**config.mk**
```make
export PLATFORM = sky130hd
export DESIGN_NAME = scancode_to_ascii_decoder_core_flat
export DESIGN_NICKNAME = d
export VERILOG_FILES = /design/src/design/scd_pkg.sv /design/src/design/scd_scan_if.sv /design/src/design/scd_key_if.sv /design/src/design/scancode_to_ascii_decoder_core.sv /design/src/flat_wrapper.sv
export SDC_FILE = /design/constraint.sdc
export NUM_CORES = 1
export LEC_CHECK = 0
export BUFFER_PORTS_ARGS = -buffer_cell sky130_fd_sc_hd__clkbuf_2
export CAP_MARGIN = 5
export CORE_MARGIN = 8
export CORE_UTILIZATION = 33
export DETAILED_ROUTE_END_ITERATION = 10
export PLACE_DENSITY = 0.52
export SETUP_SLACK_MARGIN = 0.1
export SLEW_MARGIN = 20
export SYNTH_ARGS = -nofsm -noshare
export SYNTH_HDL_FRONTEND = slang
export SYNTH_SLANG_ARGS = --single-unit
```
**constraint.sdc**
```tcl
create_clock -name clk -period 4 [get_ports clk]
set_clock_uncertainty 0.2 [all_clocks]
set_input_delay 0.8 -clock clk [delete_from_list [all_inputs] [get_ports clk]]
set_output_delay 0.8 -clock clk [all_outputs]
set_load 0.02 [all_outputs]
```
**src/design/scd_pkg.sv**
```systemverilog
// Package for the scancode decoder: action codes, scancode constants and the key map.
// No dependencies; imported by the interfaces and the core.
`timescale 1ns / 1ps

package scd_pkg;

  localparam int unsigned CodeW = 8;
  localparam int unsigned CharW = 7;
  localparam int unsigned MapSize = 58;

  typedef logic [CodeW-1:0] code_t;
  typedef logic [CharW-1:0] char_t;

  typedef enum logic [2:0] {
    ACT_CHAR      = 3'd0,
    ACT_SPACE     = 3'd1,
    ACT_BACKSPACE = 3'd2,
    ACT_TAB       = 3'd3,
    ACT_ENTER     = 3'd4,
    ACT_ZOOM_IN   = 3'd5,
    ACT_ZOOM_OUT  = 3'd6
  } action_t;

  localparam code_t SC_CAPS        = 8'h3A;
  localparam code_t SC_CTRL_MAKE   = 8'h1D;
  localparam code_t SC_CTRL_BREAK  = 8'h9D;
  localparam code_t SC_KP_PLUS     = 8'h35;
  localparam code_t SC_KP_MINUS    = 8'h1B;
  localparam code_t SC_SHIFT_MAKE  = 8'h2A;
  localparam code_t SC_SHIFT_BREAK = 8'hAA;
  localparam code_t SC_SPACE       = 8'h39;

  localparam char_t CH_BACKSPACE = 7'h08;
  localparam char_t CH_TAB       = 7'h09;
  localparam char_t CH_ENTER     = 7'h0A;
  localparam char_t CH_SPACE     = 7'h20;
  localparam char_t CH_NONE      = 7'h00;

  // Make codes below the map size to their unshifted ASCII; zero marks no key.
  function automatic char_t key_lookup(input code_t code);
    char_t ch;
    ch = CH_NONE;
    if (code < code_t'(MapSize)) begin
      unique case (code[5:0])
        6'd2:  ch = 7'h31;
        6'd3:  ch = 7'h32;
        6'd4:  ch = 7'h33;
        6'd5:  ch = 7'h34;
        6'd6:  ch = 7'h35;
        6'd7:  ch = 7'h36;
        6'd8:  ch = 7'h37;
        6'd9:  ch = 7'h38;
        6'd10: ch = 7'h39;
        6'd11: ch = 7'h30;
        6'd12: ch = 7'h2D;
        6'd13: ch = 7'h3D;
        6'd14: ch = CH_BACKSPACE;
        6'd15: ch = CH_TAB;
        6'd16: ch = 7'h71;
        6'd17: ch = 7'h77;
        6'd18: ch = 7'h65;
        6'd19: ch = 7'h72;
        6'd20: ch = 7'h74;
        6'd21: ch = 7'h79;
        6'd22: ch = 7'h75;
        6'd23: ch = 7'h69;
        6'd24: ch = 7'h6F;
        6'd25: ch = 7'h70;
        6'd26: ch = 7'h5B;
        6'd27: ch = 7'h2B;
        6'd28: ch = CH_ENTER;
        6'd29: ch = 7'h60;
        6'd30: ch = 7'h61;
        6'd31: ch = 7'h73;
        6'd32: ch = 7'h64;
        6'd33: ch = 7'h66;
        6'd34: ch = 7'h67;
        6'd35: ch = 7'h68;
        6'd36: ch = 7'h6A;
        6'd37: ch = 7'h6B;
        6'd38: ch = 7'h6C;
        6'd39: ch = 7'h3B;
        6'd40: ch = 7'h27;
        6'd41: ch = 7'h60;
        6'd43: ch = 7'h5C;
        6'd44: ch = 7'h7A;
        6'd45: ch = 7'h78;
        6'd46: ch = 7'h63;
        6'd47: ch = 7'h76;
        6'd48: ch = 7'h62;
        6'd49: ch = 7'h6E;
        6'd50: ch = 7'h6D;
        6'd53: ch = 7'h2D;
        6'd57: ch = CH_SPACE;
        default: ch = CH_NONE;
      endcase
    end
    return ch;
  endfunction

endpackage

```
**src/design/scd_scan_if.sv**
```systemverilog
// Request channel carrying one scancode byte.
// Depends on scd_pkg.
`timescale 1ns / 1ps

interface scd_scan_if;
  import scd_pkg::*;

  logic  valid;
  logic  ready;
  code_t scancode;

  modport source (output valid, output scancode, input ready);
  modport sink (input valid, input scancode, output ready);
endinterface

```
**src/design/scd_key_if.sv**
```systemverilog
// Request channel carrying one decoded key action and its character.
// Depends on scd_pkg.
`timescale 1ns / 1ps

interface scd_key_if;
  import scd_pkg::*;

  logic    valid;
  logic    ready;
  action_t action;
  char_t   character;

  modport source (output valid, output action, output character, input ready);
  modport sink (input valid, input action, input character, output ready);
endinterface

```
**src/design/scancode_to_ascii_decoder_core.sv**
```systemverilog
// Top level of the set-1 scancode to ASCII key decoder.
// Depends on scd_pkg, scd_scan_if and scd_key_if.
`timescale 1ns / 1ps

// Channel   Dir  Payload                       Meaning
// scan      in   scancode[7:0]                 raw set-1 byte, bit 7 = release
// key       out  action[2:0], character[6:0]   decoded key action
//
// One scancode per cycle while key is not stalled. A request is held in an input
// register, decoded in one pass against the modifier flags, and the result (if any)
// lands in the output register when the input register advances; key.valid is
// driven from the output register, so a scan request reaches key through both.
// Reset (rst, synchronous) empties both registers and clears caps, ctrl and shift.
// A stall on key holds the output register and, once the input register is
// also full, drops scan.ready; codes that give no result are dropped silently.

module scancode_to_ascii_decoder_core (
  input logic       clk,
  input logic       rst,
  scd_scan_if.sink   scan,
  scd_key_if.source  key
);
  import scd_pkg::*;

  // Input register.
  logic  stage_valid;
  code_t stage_code;

  // Modifier flags.
  logic caps_lock, caps_lock_next;
  logic ctrl_held, ctrl_held_next;
  logic shift_held, shift_held_next;

  // Output register.
  logic    out_valid;
  action_t out_action;
  char_t   out_character;

  logic    advance;
  logic    hit;
  action_t hit_action;
  char_t   hit_character;
  char_t   map_ch;

  // Advance the input register whenever the output register is free or drains.
  assign advance    = stage_valid && (!out_valid || key.ready);
  assign scan.ready = !stage_valid || advance;

  assign key.valid     = out_valid;
  assign key.action    = out_action;
  assign key.character = out_character;

  // Decode: flags first (caps, ctrl, then shift), zoom with the updated ctrl,
  // then the key map.
  always_comb begin
    caps_lock_next  = caps_lock ^ (stage_code == SC_CAPS);
    ctrl_held_next  = ctrl_held;
    shift_held_next = shift_held;
    if (stage_code == SC_CTRL_MAKE) begin
      ctrl_held_next = 1'b1;
    end else if (stage_code == SC_CTRL_BREAK) begin
      ctrl_held_next = 1'b0;
    end
    if (stage_code == SC_SHIFT_MAKE) begin
      shift_held_next = 1'b1;
    end else if (stage_code == SC_SHIFT_BREAK) begin
      shift_held_next = 1'b0;
    end

    map_ch        = key_lookup(stage_code);
    hit           = 1'b1;
    hit_action    = ACT_CHAR;
    hit_character = map_ch;

    if (ctrl_held_next && stage_code == SC_KP_PLUS) begin
      hit_action    = ACT_ZOOM_IN;
      hit_character = CH_NONE;
    end else if (ctrl_held_next && stage_code == SC_KP_MINUS) begin
      hit_action    = ACT_ZOOM_OUT;
      hit_character = CH_NONE;
    end else if (stage_code == SC_SPACE) begin
      hit_action    = ACT_SPACE;
      hit_character = CH_SPACE;
    end else if (map_ch == CH_BACKSPACE) begin
      hit_action = ACT_BACKSPACE;
    end else if (map_ch == CH_TAB) begin
      hit_action = ACT_TAB;
    end else if (map_ch == CH_ENTER) begin
      hit_action = ACT_ENTER;
    end else if (map_ch == CH_NONE || ctrl_held_next) begin
      // Drop unmapped codes, releases and plain keys under ctrl.
      hit = 1'b0;
    end else if ((shift_held_next ^ caps_lock_next)
                 && map_ch >= 7'h61 && map_ch <= 7'h7A) begin
      // Upper-case letters only: clear the 0x20 bit.
      hit_character = map_ch & ~7'h20;
    end
  end

  always_ff @(posedge clk) begin
    if (rst) begin
      stage_valid <= 1'b0;
      out_valid   <= 1'b0;
      caps_lock   <= 1'b0;
      ctrl_held   <= 1'b0;
      shift_held  <= 1'b0;
    end else begin
      if (scan.valid && scan.ready) begin
        stage_valid <= 1'b1;
      end else if (advance) begin
        stage_valid <= 1'b0;
      end

      if (advance) begin
        caps_lock  <= caps_lock_next;
        ctrl_held  <= ctrl_held_next;
        shift_held <= shift_held_next;
        out_valid  <= hit;
      end else if (key.ready) begin
        out_valid <= 1'b0;
      end
    end
  end

  // Payload registers: no reset needed.
  always_ff @(posedge clk) begin
    if (scan.valid && scan.ready) begin
      stage_code <= scan.scancode;
    end
    if (advance && hit) begin
      out_action    <= hit_action;
      out_character <= hit_character;
    end
  end

endmodule

```
**src/flat_wrapper.sv**
```systemverilog
// flat-port wrapper written by rule: the top's interface ports become plain ports
module scancode_to_ascii_decoder_core_flat import scd_pkg::*;
  (clk, rst, scan_valid, scan_scancode, scan_ready, key_valid, key_action, key_character, key_ready);
  scd_scan_if scan_i ();
  scd_key_if key_i ();
  input logic clk;
  input logic rst;
  input wire logic [$bits(scan_i.valid)-1:0] scan_valid;
  input wire logic [$bits(scan_i.scancode)-1:0] scan_scancode;
  output wire logic [$bits(scan_i.ready)-1:0] scan_ready;
  output wire logic [$bits(key_i.valid)-1:0] key_valid;
  output wire logic [$bits(key_i.action)-1:0] key_action;
  output wire logic [$bits(key_i.character)-1:0] key_character;
  input wire logic [$bits(key_i.ready)-1:0] key_ready;
  assign scan_i.valid = scan_valid;
  assign scan_i.scancode = scan_scancode;
  assign scan_ready = scan_i.ready;
  assign key_valid = key_i.valid;
  assign key_action = key_i.action;
  assign key_character = key_i.character;
  assign key_i.ready = key_ready;
  scancode_to_ascii_decoder_core u_core (.clk(clk), .rst(rst), .scan(scan_i), .key(key_i));
endmodule
```
# After elaboration in Yosys (flattened, before gate mapping)
# Memory sizes are Yosys's and may differ from the RTL's. A register that Yosys moved wholly into a read port is not among the register bits.
# Cells that the tools add are included.
[classes] n_lt_le_gt_ge=3 eq_ne=11 bitwise=2 n_mux=28 reduce_logical=17
[ops] cell="6-bit two-way mux" n=7
[ops] cell="8-bit by 6-bit equality test with 1-bit output (second input constant)" n=4
[ops] cell="7-bit by 4-bit equality test with 1-bit output (second input constant)" n=3
[ops] cell="8-bit by 5-bit equality test with 1-bit output (second input constant)" n=2
[ops] cell="8-bit equality test (second input constant)" n=2
[ops] cell="1-bit two-way mux" n=15
[ops] cell="3-bit two-way mux" n=4
[ops] cell="8-bit by 6-bit less-than comparator with 1-bit output (second input constant)" n=1
[ops] cell="7-bit >= comparator (second input constant)" n=1
[ops] cell="7-bit less-or-equal comparator (second input constant)" n=1
[ops] cell="1-bit logical AND" n=7
[ops] cell="7-bit zero test" n=1
[ops] cell="7-bit two-way mux" n=1
[ops] cell="2-bit nonzero test" n=2
[ops] cell="1-bit logical OR" n=3
[ops] cell="3-bit OR reduction" n=1
[ops] cell="1-bit zero test" n=2
[ops] cell="2-bit two-way mux" n=1
[ops] cell="2-bit OR reduction" n=1
[ops] cell="1-bit bitwise XOR" n=2
[word_totals] reg_bits=23 n_memories=1 mem_bits_ro=448
[mem_list] name="(name not given)" depth=64 width=7 rd=1 rd_ports_with_merged_regs=1 wr=0 line_no="scd_pkg.sv:44" rtl="unique case (code[5:0])"

# Longest topological paths before layout
[depth] ltp_word=12 ltp_mapped=12 mapped_depth_nobuf=10

# Worst setup path before layout
# Ideal clock, no wire load.
[synth_timing] kind="input port to flip-flop" from="input port key_ready" to="register with a tool-made name" setup_time_ps=134 path_stages=12 slack_ps=980 path_buffers=2 arrival_ps=2686 cell_sequence="and3b_1 buf_6 inv_4 buf_6 nand3_1 nand2_1 ha_1 inv_1 o32ai_1 o32ai_1 a2111oi_1 nor4_1"
[synth_lines] element="from (decl)" line_no="flat_wrapper.sv:14" rtl="input wire logic [$bits(key_i.ready)-1:0] key_ready;"

==> flow_summary.yaml <==
outcome:
  status: "finished clean"
worst_setup_path:
  path_max_fanout: 12
  critPathCaptureType: "register"
  max_stage_delay_ps: 390
  arrival_ps: 3120
  crit_path_start_kind: "primary input"
  cp.required_ps: 3940
  cp_slowest_cell: "and3b_1"
  crit_buf_inv: 3
  crit_chain: "clkbuf_2, and3b_1, inv_4, nand3_1, nand2_1, inv_2, ha_1, a21boi_0, o32ai_1, a2111oi_1, nor4_1"
  crit_family: "simple AND/OR/NAND/NOR gates"
  critical_path_class: "in2reg"
timing:
  period_needed_ps: 3180
  slew_violations: 0
  hold_viol_final: 0
  fin_crit_sh_pct: 79.5
  finalSetupViolCount: 0
  fmaxAchievable_ghz: 0.315
  worst_pin_slew_ps: 791
  setup_tns_ps: 0
  slew_headroom_pct: 47.1
  rsz0062_at_grt: "no"
synth:
  synthAdderAreaFrac_pct: 4.40
  yosys_warnings: 0
  seq_area_frac_synth_pct: 34.3
  synth-seq-cells: 30
  ys_types: 67
  synth_top_area_share_pct: 23.8
  ys_top_cells_by_count: "19 x a21oi_1, 18 x edfxtp_1, 18 x nand2_1, 13 x nand3_1, 13 x nor2_1"
  synthArstFlopShare_pct: 0
  synth_most_common_cell: "a21oi_1"
  synth_nets: 274
  yosys.area_share.simple_pct: 24.1
  synth_area_leader_cell: "edfxtp_1"
  ys.flop_type: "edfxtp_1"
  synth_compound_area_share_pct: 26.5
  synth_top_family_by_area: "compound AO/OA/AOI/OAI gates"
  muxShareOfSynthArea_pct: 2.86
  syn_area_sq_um: 2270
  synth_enable_flop_cells: 18
  synth_cells: 254
  yosys.area_share.xor_xnor_pct: 0.770
  syn_area_per_cell_sq_um: 8.96
  synthTopCellsByArea: "edfxtp_1 24%, dfxtp_1 11%, ha_1 4.4%, a21oi_1 4.2%, buf_6 3.5%"
route:
  vias_per_cell: 6.08
  drtIter0Drc: 137
  ant_nets: 0
  drt-total-wl_mm: 5.95
  wl_per_cell_um: 16.9
  routed-via-count: 2139
  firstDrtPassIters: 7
  drc: 0
floorplanning:
  die_h_um: 99.0
  start_util_pct: 33.9
  die_area_sq_um: 9810
  die_w_um: 99.0
  io_pins: 24
  rows: 30
  core_sq_um: 6720
pwr:
  vdd_drop_max_uv: 90.0
  p_leak_uw: 0.000963
  cellPowerDensity_nw_per_um2: 320
place:
  io_buffers: 23
  hpwl_mm: 4.44
  gp_congestion: 0.957
clocking:
  postCtsHoldBufs: 0
  insertion_delay_ps: 280
  post-cts-setup-buffer-count: 0
  numCtsBuffers: 5
  htree_levels: 2
  cts_sinks: 30
  root_buffer: "clkbuf_8"
  clk_path_buf_depth: 2
  tritoncts: "built"
  clk_pin_slew_ps: 60
  cts_resized: 0
run:
  drv_cap: 0
final_layout:
  multi_input_area_sq_um: 1330
  syn_to_final_growth_pct: 8.58
  regArea_sq_um: 781
  final_nets: 291
  diodes: 0
  drive_above_1_share_pct: 17.3
  finalCoreUtilization_pct: 36.8
  nFillCells: 672
global_routing:
  grt_pass1_wl_mm: 9.74
  first_global_vias: 1959
  grt_max_degree: 21
  antenna_found_initial: 0
  grt-ovfl-total: 0
  grt_use_total_pct: 12.1
hold_path:
  hold_class: "reg2reg"
cell type report:
type,instances,share of cell area (%)
multi-input combinational,198,54.0
inverter,11,1.77
sequential,30,31.6
clock buffer,6,2.94
clock inverter,2,0.355
timing repair buffer,25,5.27
tap,80,4.05
per-stage QoR:
| stage | hold slack [ps] | instances | worst slack (ps) | area, sq um | power, uW |
|---|---|---|---|---|---|
| 2_1_floorplan | 264 | 254 | 980 | 2270 | 521 |
| 3_3_place_gp | 285 | 344 | 645 | 2390 | 571 |
| 3_5_place_dp | 293 | 344 | 628 | 2390 | 565 |
| 4_1_cts | 305 | 352 | 885 | 2470 | 796 |
| 5_1_grt | 349 | 352 | 650 | 2470 | 836 |
| 6_report | 302 | 352 | 821 | 2470 | 791 |
logic make-up (layout without fill, tap and decap cells):
family / count (synthesis) / count (layout)
buffers and inverters: 26 / 44
adder cells (fa/ha/maj): 8 / 8
AND/OR/NAND/NOR: 99 / 99
multiplexers: 5 / 5
flip-flops: 30 / 30
AO/OA/AOI/OAI: 84 / 84
XOR/XNOR: 2 / 2
cell usage in the layout (no fill, tap or decap), types with 3 or more instances in the layout:
master	count
edfxtp_1	18
clkbuf_8	5
a211o_1	3
dfxtp_1	12
nor3_1	12
o32ai_1	4
ha_1	8
clkbuf_2	23
o211a_1	3
nand3_1	13
inv_1	8
nand2_1	18
o21ai_0	11
o31ai_1	4
a22oi_1	3
a211oi_1	4
nor4_1	5
nor2_1	13
o21ai_1	6
and3_1	6
nand2b_1	5
a21oi_1	19
and2_1	9
routing by layer:
metal	GRT usage (%)	vias up	wire, um
li1	-	1017	-
met1	14.6	984	2610
met2	19.6	111	2690
met3	2.68	27	460
met4	6.73	0	186
met5	0	-	0
where the power goes:
group / switching [uW] / leakage [uW] / internal (uW) / total, uW
Combinational: 116 / 0.000662 / 72.6 / 188
Clock: 108 / 0.0000426 / 119 / 227
Sequential: 25.4 / 0.000259 / 351 / 376
worst reg2reg max path, stage by stage, from the launching register on:
cell and delay (ps):
edfxtp_1 570, o2111ai_1 260, nand2_1 150, or4_1 530
o32ai_1 180, nor3_1 100, nor2_1 610
final timing paths:
| check | to | startpoint | depth (start not counted) | slack, ps |
|---|---|---|---|---|
| max | register | key_ready | 11 | 820 |
| min reg2reg | u_core.caps_lock | u_core.caps_lock | 2 | 300 |
| min | u_core.caps_lock | u_core.caps_lock | 2 | 300 |
| max reg2reg | u_core.key.character[6] | u_core.stage_code[2] | 6 | 1010 |
(Power assumes the default switching activity.)
